[src/rtl/lgs_pkg.sv]
// Shared constants and types for the Life generation stencil core.
// No dependencies; used by the core.
`default_nettype none

package lgs_pkg;

	localparam int MAX_SIDE   = 1024;
	localparam int LINE_DEPTH = MAX_SIDE + 2;
	localparam int ADDR_W     = $clog2(LINE_DEPTH);
	localparam int SIDE_W     = 11;
	localparam int RESET_SIDE = 8;

	localparam logic [3:0] BIRTH_COUNT   = 4'd3;
	localparam logic [3:0] SURVIVE_COUNT = 4'd2;

	typedef logic [SIDE_W-1:0] side_t;
	typedef logic [ADDR_W-1:0] coord_t;
	// bit 1: cell two rows up, bit 0: cell one row up
	typedef logic [1:0] line_word_t;
	// bits 2..0: column one left (top, middle, bottom), bits 5..3: two left
	typedef logic [5:0] window_t;

	function automatic logic [1:0] pop3(input logic [2:0] v);
		pop3 = {1'b0, v[0]} + {1'b0, v[1]} + {1'b0, v[2]};
	endfunction

endpackage

`default_nettype wire

[src/rtl/lgs_if.sv]
// Stream channels of the Life stencil core: padded cells in, next states out.
// Depends on nothing; valid/ready handshake, a beat moves on valid && ready.
`default_nettype none

interface lgs_cell_if;
	logic valid;
	logic ready;
	logic cell_in;

	modport source (output valid, output cell_in, input ready);
	modport sink   (input valid, input cell_in, output ready);
endinterface

interface lgs_result_if;
	logic valid;
	logic ready;
	logic next_cell;
	logic last_of_generation;

	modport source (output valid, output next_cell, output last_of_generation, input ready);
	modport sink   (input valid, input next_cell, input last_of_generation, output ready);
endinterface

`default_nettype wire

[src/rtl/life_generation_stencil_core.sv]
// Life B3/S23 generation stencil over a streamed padded board.
// A cell beat that completes a result passes stage 1, then the result is held in the output register.
// Throughput: one cell beat per cycle; the line memory takes one read and one write each
// cycle, and a held result beat stalls the input.
// Reset: positions, window and side (8) reset at once; line memory needs no clear,
// since every entry is rewritten in the first two rows before it is used.
// Depends on lgs_pkg and the channel interfaces in lgs_if.sv.
`default_nettype none

module life_generation_stencil_core (
	input  wire logic          clk,
	input  wire logic          arst_n,
	input  wire logic          cfg_wr_en,
	input  wire lgs_pkg::side_t cfg_wr_data,
	lgs_cell_if.sink           cells,
	lgs_result_if.source       results
);
	import lgs_pkg::*;

	line_word_t line_mem [LINE_DEPTH];

	coord_t     side_last_q;
	coord_t     row_q;
	coord_t     col_q;
	window_t    window_q;

	logic       valid_s1;
	logic       emit_s1;
	logic       last_s1;
	logic       cell_s1;
	coord_t     addr_s1;
	line_word_t rd_data_s1;

	logic       out_valid_q;
	logic       out_next_q;
	logic       out_last_q;

	logic       in_accept;
	logic       out_free;
	logic       advance1;
	logic [2:0] newcol;
	logic [3:0] count;
	logic       next_state;
	side_t      side_eff;
	logic       col_end;
	logic       row_end;

	// stage 1 frees up when its result (if any) can enter the output register
	assign out_free     = !out_valid_q || results.ready;
	assign advance1     = valid_s1 && (!emit_s1 || out_free);
	assign cells.ready  = !valid_s1 || advance1;
	assign in_accept    = cells.valid && cells.ready;

	assign results.valid              = out_valid_q;
	assign results.next_cell          = out_next_q;
	assign results.last_of_generation = out_last_q;

	assign col_end = (col_q == side_last_q);
	assign row_end = (row_q == side_last_q);

	always_comb begin
		if (cfg_wr_data == '0) begin
			side_eff = side_t'(1);
		end else if (cfg_wr_data > side_t'(MAX_SIDE)) begin
			side_eff = side_t'(MAX_SIDE);
		end else begin
			side_eff = cfg_wr_data;
		end
	end

	always_comb begin
		newcol     = {rd_data_s1[1], rd_data_s1[0], cell_s1};
		count      = {2'b00, pop3(window_q[5:3])} + {2'b00, pop3(newcol)}
		           + {3'b000, window_q[0]} + {3'b000, window_q[2]};
		next_state = (count == BIRTH_COUNT) || (window_q[1] && (count == SURVIVE_COUNT));
	end

	// side register and raster position of the next incoming cell
	always_ff @(posedge clk or negedge arst_n) begin
		if (!arst_n) begin
			side_last_q <= coord_t'(RESET_SIDE + 1);
			row_q       <= '0;
			col_q       <= '0;
		end else if (cfg_wr_en) begin
			side_last_q <= coord_t'(side_eff) + coord_t'(1);
			row_q       <= '0;
			col_q       <= '0;
		end else if (in_accept) begin
			if (col_end) begin
				col_q <= '0;
				row_q <= row_end ? '0 : row_q + coord_t'(1);
			end else begin
				col_q <= col_q + coord_t'(1);
			end
		end
	end

	// stage 1 control
	always_ff @(posedge clk or negedge arst_n) begin
		if (!arst_n) begin
			valid_s1 <= 1'b0;
			emit_s1  <= 1'b0;
			last_s1  <= 1'b0;
		end else if (in_accept) begin
			valid_s1 <= 1'b1;
			emit_s1  <= (row_q >= coord_t'(2)) && (col_q >= coord_t'(2));
			last_s1  <= row_end && col_end;
		end else if (advance1) begin
			valid_s1 <= 1'b0;
		end
	end

	always_ff @(posedge clk) begin
		if (in_accept) begin
			cell_s1 <= cells.cell_in;
			addr_s1 <= col_q;
		end
	end

	// line memory: read on accept, write back the shifted column in stage 1
	always_ff @(posedge clk) begin
		if (advance1) begin
			line_mem[addr_s1] <= {rd_data_s1[0], cell_s1};
		end
		if (in_accept) begin
			rd_data_s1 <= line_mem[col_q];
		end
	end

	always_ff @(posedge clk or negedge arst_n) begin
		if (!arst_n) begin
			window_q <= '0;
		end else if (advance1) begin
			window_q <= {window_q[2:0], newcol};
		end
	end

	// output register
	always_ff @(posedge clk or negedge arst_n) begin
		if (!arst_n) begin
			out_valid_q <= 1'b0;
		end else if (advance1 && emit_s1) begin
			out_valid_q <= 1'b1;
		end else if (results.ready) begin
			out_valid_q <= 1'b0;
		end
	end

	always_ff @(posedge clk) begin
		if (advance1 && emit_s1) begin
			out_next_q <= next_state;
			out_last_q <= last_s1;
		end
	end

`ifndef ASSERT_OFF
	a_col_in_range: assert property (@(posedge clk) disable iff (!arst_n)
		col_q <= side_last_q && row_q <= side_last_q)
		else $error("raster position beyond board");

	a_no_same_entry: assert property (@(posedge clk) disable iff (!arst_n)
		in_accept && advance1 |-> col_q != addr_s1)
		else $error("line memory read and write hit the same entry");

	a_last_emits: assert property (@(posedge clk) disable iff (!arst_n)
		valid_s1 && last_s1 |-> emit_s1)
		else $error("end of generation flagged on a non-interior cell");

	a_stall_blocks_input: assert property (@(posedge clk) disable iff (!arst_n)
		valid_s1 && !advance1 |-> !cells.ready)
		else $error("input taken while stage 1 is stalled");

	a_cfg_restarts: assert property (@(posedge clk) disable iff (!arst_n)
		cfg_wr_en |=> row_q == '0 && col_q == '0)
		else $error("side write did not restart the generation");
`endif

endmodule

`default_nettype wire
[src/flat_wrapper.sv]
// flat-port wrapper written by rule: the top's interface ports become plain ports
module life_generation_stencil_core_flat import lgs_pkg::*;
  (clk, arst_n, cfg_wr_en, cfg_wr_data, cells_valid, cells_cell_in, cells_ready, results_valid, results_next_cell, results_last_of_generation, results_ready);
  lgs_cell_if cells_i ();
  lgs_result_if results_i ();
  input  wire logic clk;
  input  wire logic arst_n;
  input  wire logic cfg_wr_en;
  input  wire lgs_pkg::side_t cfg_wr_data;
  input wire logic [$bits(cells_i.valid)-1:0] cells_valid;
  input wire logic [$bits(cells_i.cell_in)-1:0] cells_cell_in;
  output wire logic [$bits(cells_i.ready)-1:0] cells_ready;
  output wire logic [$bits(results_i.valid)-1:0] results_valid;
  output wire logic [$bits(results_i.next_cell)-1:0] results_next_cell;
  output wire logic [$bits(results_i.last_of_generation)-1:0] results_last_of_generation;
  input wire logic [$bits(results_i.ready)-1:0] results_ready;
  assign cells_i.valid = cells_valid;
  assign cells_i.cell_in = cells_cell_in;
  assign cells_ready = cells_i.ready;
  assign results_valid = results_i.valid;
  assign results_next_cell = results_i.next_cell;
  assign results_last_of_generation = results_i.last_of_generation;
  assign results_i.ready = results_ready;
  life_generation_stencil_core u_core (.clk(clk), .arst_n(arst_n), .cfg_wr_en(cfg_wr_en), .cfg_wr_data(cfg_wr_data), .cells(cells_i), .results(results_i));
endmodule
[config.mk]
export PLATFORM = sky130hd
export DESIGN_NAME = life_generation_stencil_core_flat
export DESIGN_NICKNAME = d
export VERILOG_FILES = /design/src/rtl/lgs_pkg.sv /design/src/rtl/lgs_if.sv /design/src/rtl/life_generation_stencil_core.sv /design/src/flat_wrapper.sv
export SDC_FILE = /design/constraint.sdc
export NUM_CORES = 2
export LEC_CHECK = 0
export BUFFER_PORTS_ARGS = -buffer_cell sky130_fd_sc_hd__buf_2
export CAP_MARGIN = 0
export CORE_ASPECT_RATIO = 1.2
export CORE_MARGIN = 2
export CORE_UTILIZATION = 50
export CTS_CLUSTER_DIAMETER = 40
export CTS_CLUSTER_SIZE = 40
export DETAILED_ROUTE_END_ITERATION = 8
export GPL_ROUTABILITY_DRIVEN = 0
export PLACE_DENSITY = 0.71
export SLEW_MARGIN = 20
export SYNTH_ARGS = -nofsm -noshare
export SYNTH_HDL_FRONTEND = slang
export SYNTH_SLANG_ARGS = --single-unit
[constraint.sdc]
create_clock -name clk -period 24.6 [get_ports clk]
set_input_delay 4.92 -clock clk [delete_from_list [all_inputs] [get_ports clk]]
set_output_delay 4.92 -clock clk [all_outputs]
set_load 0.05 [all_outputs]
=== Word-level counts from Yosys, hierarchy flattened ===
Memories as Yosys holds them, arrays and structs flattened. A register that Yosys moved wholly into a read port is not among the register bits.
Index checks and enable logic that the tools add are counted.

* Logic and storage cells: 64
* RAM bits: 2,052
* Flip-flop bits (word level): 57
* Memories: 1

* $lt $le $gt $ge: 3
* Reduce and logical (&&, ||, !) cells: 19
* Equality and inequality tests: 4
* Add/sub/neg operators: 10
* Mux-type cells: 15

{| class="wikitable"
|+ Memories
! memory !! depth !! width !! rd ports !! clocked after Yosys merged registers in !! write ports !! line !! text
|-
| u_core.line_mem || 1,026 || 2 || 1 || 1 || 1 || life_generation_stencil_core.sv:20 || <nowiki>line_word_t line_mem [LINE_DEPTH];</nowiki>
|}

{| class="wikitable"
|+ Operators with widths
! operator !! count
|-
| $mux W11 || 9
|-
| $add A11 B1 Y11 const B || 3
|-
| $eq A11 B11 Y1 || 2
|-
| $ge A11 B2 Y1 const B || 2
|-
| $gt A11 B11 Y1 const B || 1
|-
| $logic_not A11 Y1 || 1
|-
| $add A4 B1 Y4 || 2
|-
| $eq A4 B2 Y1 const B || 2
|-
| $reduce_bool A2 Y1 || 4
|-
| $logic_and A1 B1 Y1 || 6
|-
| $mux W1 || 6
|-
| $add A1 B1 Y2 || 2
|-
| $add A2 B1 Y2 || 2
|-
| $logic_or A1 B1 Y1 || 4
|-
| $add A2 B2 Y3 || 1
|-
| $logic_not A1 Y1 || 3
|-
| $reduce_and A2 Y1 || 1
|}

=== Longest topological paths before layout ===
* Depth in word-level cells: 8
* Depth in mapped cells: 14
* Gate-level depth less buffers: 10

=== Worst setup path before layout ===
No wires, ideal clock.

* Path type: register to register
* From: reg u_core.rd_data_s1[0] (read register of u_core.line_mem)
* To: reg u_core.out_next_q (netlist: u_core.results.next_cell) (data pin)
* Period minus slack after synthesis: 16,137 ps
* Arrival time: 15,879 ps
* Path slack: 8,463 ps
* Setup time: 258 ps
* Stages on the path, launching flop included: 11
* Path through: edfxtp_1 fa_1 inv_1 fa_1 inv_1 ha_1 fa_1 ha_1 nand2_1 a21oi_1 o221a_2

* Word-level cells in the longest chain between the ends: 8

{| class="wikitable"
|+ Ends and longest elaborated chain
! element !! line !! text
|-
| start: declaration || life_generation_stencil_core.sv:32 || <nowiki>line_word_t rd_data_s1;</nowiki>
|-
| $add A1 B1 Y2 * || lgs_pkg.sv:24 || <nowiki>pop3 = {1'b0, v[0]} + {1'b0, v[1]} + {1'b0, v[2]};</nowiki>
|-
| $add A2 B1 Y2 * || lgs_pkg.sv:24 ||
|-
| $add A2 B2 Y3 * || life_generation_stencil_core.sv:73 || <nowiki>count = {2'b00, pop3(window_q[5:3])} + {2'b00, pop3(newcol)}</nowiki>
|-
| $add A4 B1 Y4 * (2 in series) || life_generation_stencil_core.sv:74 || <nowiki>+ {3'b000, window_q[0]} + {3'b000, window_q[2]};</nowiki>
|-
| $eq A4 B2 Y1 || life_generation_stencil_core.sv:75 || <nowiki>next_state = (count == BIRTH_COUNT) || (window_q[1] && (count == SURVIVE_COUNT));</nowiki>
|-
| $logic_and A1 B1 Y1 || life_generation_stencil_core.sv:75 ||
|-
| $logic_or A1 B1 Y1 * || life_generation_stencil_core.sv:75 ||
|-
| via u_core.next_state || life_generation_stencil_core.sv:43 || <nowiki>logic next_state;</nowiki>
|-
| end signal: assignment || life_generation_stencil_core.sv:151 || <nowiki>out_next_q <= next_state;</nowiki>
|-
| end: declaration || life_generation_stencil_core.sv:35 || <nowiki>logic out_next_q;</nowiki>
|}

Mark *: on every way through the listed nets, which the timed path passes. The rest lies on a longest branch.
A chain may end at the register's enable or synchronous reset.

=== Worst setup path in the final report ===
* From: in results_ready
* To: out cells_ready

* Word-level cells in the longest chain between the ends: 4

{| class="wikitable"
|+ Ends and longest elaborated chain
! element !! line !! text
|-
| start: declaration || flat_wrapper.sv:16 || <nowiki>input wire logic [$bits(results_i.ready)-1:0] results_ready;</nowiki>
|-
| $logic_or A1 B1 Y1 || life_generation_stencil_core.sv:49 || <nowiki>assign out_free = !out_valid_q || results.ready;</nowiki>
|-
| $logic_or A1 B1 Y1 || life_generation_stencil_core.sv:50 || <nowiki>assign advance1 = valid_s1 && (!emit_s1 || out_free);</nowiki>
|-
| $logic_and A1 B1 Y1 || life_generation_stencil_core.sv:50 ||
|-
| $logic_or A1 B1 Y1 || life_generation_stencil_core.sv:51 || <nowiki>assign cells.ready = !valid_s1 || advance1;</nowiki>
|-
| end: declaration || flat_wrapper.sv:12 || <nowiki>output wire logic [$bits(cells_i.ready)-1:0] cells_ready;</nowiki>
|}

No other way between the ends.

==> run_results.csv <==
group,metric,value,unit
timing,period_share,42.80,%
floorplanning,rows,167,
grt,grt_pass1_vias,47730,
status,status,"complete, no violations",
cts,cts.sinks,2111,
setup_path,arrival,5.61,ns
power_and_ir_drop,power_frac_clock,39.4,%
grt,grt_pass1_wl,335300,um
timing,rsz0062_at_grt,"no",
cts,clk_path_buf_depth,3,
timing,period_minus_slack,10.53,ns
detailed_routing,wire_per_inst,32.00,um
detailed_routing,drc,0,
timing,fin_hold_ws,0.4629,ns
setup_path,timing.reg2reg.worst_path_depth,9,
grt,grt.overflow.total,0,
cts,numCtsBuffers,162,
power_and_ir_drop,switching_share,22.09,%
setup_path,reg2reg_from,"u_core.col_q[1]",
cts,cts_tree,"yes",
cts,insertion_delay,0.82,ns
timing,hold_viol,0,
cts,post_cts_buffers,0,
setup_path,critPathKind,"input port to output pin",
detailed_routing,vias,48160,
floorplanning,die_area,176100,um^2
cts,path_clk_slew,0.07,ns
grt,grt_use_total,26.75,%
setup_path,crit_path_start_kind,"input port",
min_path,hold_path_class,"register to register",
placement,io_buffers,20,
synth,ys_ff_latch,2111,
synth,synth_cell_type_count,69,
power_and_ir_drop,combPwrFrac,4.9,%
synth,synth_edf_count,2068,
final_layout,fin_nets,5002,
cts,hold_buffers,0,
floorplanning,die_h,459.2,um
detailed_routing,wl_met1,83090,um
power_and_ir_drop,switchingPower,1.573,mW
min_path,hold_end,"u_core.results.last_of_generation",
power_and_ir_drop,cellPowerDensity,75.20,nW/um^2
detailed_routing,drt-initial-drc-count,7412,
min_path,hold_path_depth,0,
power_and_ir_drop,seqPwrFrac,55.8,%
setup_path,cp_max_fo,3,
synth,synth_nets,5076,
synth,synth_area,86350,um^2
detailed_routing,wl_met2,114600,um
cts,htree_levels,4,
cts,cts-root-buf,"clkbuf_16",
detailed_routing,ant_nets,0,
placement,place_area,88930,um^2
grt,antenna_found_initial,9,
placement,dp_hpwl,134000,um
final_layout,syn2layout_area_growth,9.652,%
detailed_routing,wl,236600,um
flow_run,maxCapViolations,0,
floorplanning,core-area,172200,um^2
synth,yosys_warnings,0,
setup_path,r2r-end,"u_core.rd_data_s1[1]",
detailed_routing,wl_met3,24530,um
power_and_ir_drop,leakage,28.09,nW
floorplanning,pin_count,21,
setup_path,r2r_setup_slack,17.86,ns
floorplanning,start_util,50.15,%
floorplanning,chipWidth,383.4,um
detailed_routing,vias_per_cell,6.512,
timing,slew_violations,0,
setup_path,critPathCaptureType,"output pin",
synth,yosysSeqAreaShare,73.16,%
power_and_ir_drop,cellInternalPower,5.547,mW
cts,ctsResizeCount,0,
power_and_ir_drop,vdd_drop_max,0.07564,mV
timing,tightest_slew,1.399,ns
min_path,hp-start,"u_core.last_s1",
synth,ys_async_sr_fraction,2.037,%
final_layout,finalInstanceArea,94690,um^2
final_layout,final_util,54.99,%
timing,setup_viol,0,
synth,syn_inst,5048,
timing,clock.fmax,0.09497,GHz
final_layout,layout-drive-gt1-share,19.55,%
grt,grt_max_degree,283,
setup_path,cp_data_required_time,19.68,ns
synth,synth_flop_cell,"edfxtp_1",
timing,fin_worst_skew,0.03151,ns
synth,syn_avg_cell_area,17.11,um^2
timing,slew-limit-headroom,6.714,%
timing,finalSetupTns,0,ns
detailed_routing,highest_layer,"met5",
detailed_routing,drt-pass1-iter-count,7,
[metal layers]
layer	up-vias	global-route usage, %
li1	19500	-
met1	25130	34.44
met2	2913	43.29
met3	611	5.067
met4	2	14.44
met5	-	0
[cell type report]
class	count	area, um^2
Fill cell	13100	77490
Sequential cell	2111	63200
Multi-Input combinational cell	2518	21600
Clock buffer	184	4264
Tap cell	2281	2854
Clock inverter	117	1418
Timing Repair Buffer	160	1266
Inverter	21	83.83
Antenna cell	3	7.507
[worst max path at each step]
stage                    startpoint                        to  slack, ns  depth (start not counted)
3_3_place_gp          results_ready               cells_ready      14.04                          4
4_1_cts               results_ready               cells_ready      14.06                          4
5_1_grt               results_ready               cells_ready      14.00                          4
6_report              results_ready               cells_ready      14.07                          4
2_1_floorplan  u_core.rd_data_s1[0]  u_core.results.next_cell       8.46                         10
3_5_place_dp          results_ready               cells_ready      14.07                          4
[layout by cell type, fill, tap and decap left out, types with 13 or more instances in the layout]
master	n
a22oi_1	88
bufinv_16	14
inv_1	18
nand4_1	18
inv_6	27
a221oi_1	20
nor3_1	25
clkinv_1	15
mux2i_1	185
xnor2_1	33
inv_8	14
o221ai_1	17
o21ai_0	34
mux4_2	466
buf_2	20
o22ai_1	22
a21oi_1	71
nand3_1	38
clkbuf_1	16
nor2_1	1092
clkinv_4	13
buf_4	132
nand2_2	49
clkbuf_16	168
edfxtp_1	2068
mux2_2	17
dfrtp_1	35
nand2_1	128
[sequential cells by signal, summed over array words and instances (netlist names), 2 cells and up]
signal,cells
u_core.col_q,11
u_core.line_mem,2052
u_core.row_q,11
u_core.rd_data_s1,2
u_core.side_last_q,11
u_core.addr_s1,11
u_core.window_q,6
[power groups by stage]
stage	Clock [mW]	Combinational, mW	Sequential (mW)
floorplan	0	0.212	4.14
global placement	0	0.340	4.05
detailed placement	0	0.345	4.05
CTS	2.82	0.345	3.97
global route	2.94	0.368	3.97
finish	2.80	0.347	3.97
[per-stage QoR]
step,total power [mW],setup slack (ns),std cells
finish,7.120,14.07,7395
global route,7.283,14.00,7393
CTS,7.137,14.06,7390
detailed placement,4.396,14.07,7089
global placement,4.391,14.04,7089
floorplan,4.349,8.463,5048
[cells in the mapped netlist, types with 6 or more instances]
master	count	share of area [%]
a32oi_1	8	0.081
xor2_1	7	0.071
or3_1	6	0.043
o221ai_1	17	0.17
buf_4	16	0.14
edfxtp_1	2068	72
inv_1	19	0.083
nor3_1	26	0.15
a22oi_1	88	0.77
mux4_2	466	12
nor4_1	12	0.087
o211ai_1	6	0.052
a221oi_1	20	0.20
and3b_1	6	0.061
a31oi_1	10	0.072
clkbuf_1	235	1.0
o22ai_1	22	0.16
nand4_1	18	0.13
nor3b_1	14	0.12
o21ai_0	34	0.20
nand2b_1	9	0.065
mux2i_1	185	2.1
xnor2_1	33	0.33
a21oi_1	71	0.41
buf_2	93	0.54
and2_1	6	0.043
nand3_1	39	0.23
buf_1	49	0.21
nor2b_1	13	0.094
ha_1	7	0.10
nor2_1	1094	4.8
a211o_1	6	0.061
a211oi_1	9	0.078
mux2_2	17	0.22
and3_1	11	0.080
dfrtp_1	41	1.2
nand2_1	177	0.77
a22o_1	12	0.12
[cell families (layout without fill, tap and decap cells)]
family	after synthesis	in the layout	share of synthesized area (%)
flops	2111	2111	73.16
other cells	0	3	0
compound gates	350	350	2.854
buf+inv	419	482	2.069
simple gates	1449	1449	6.793
xor+xnor	40	40	0.4057
mux	668	668	14.52
fa+ha+maj	11	11	0.1942
[worst max-delay path, cell delays in order]
cell and delay [ns]:
buf_2 0.10, nor2b_1 0.20, nand3_1 0.15, buf_2 0.24
No activity file was read; power rests on OpenSTA's default activity.
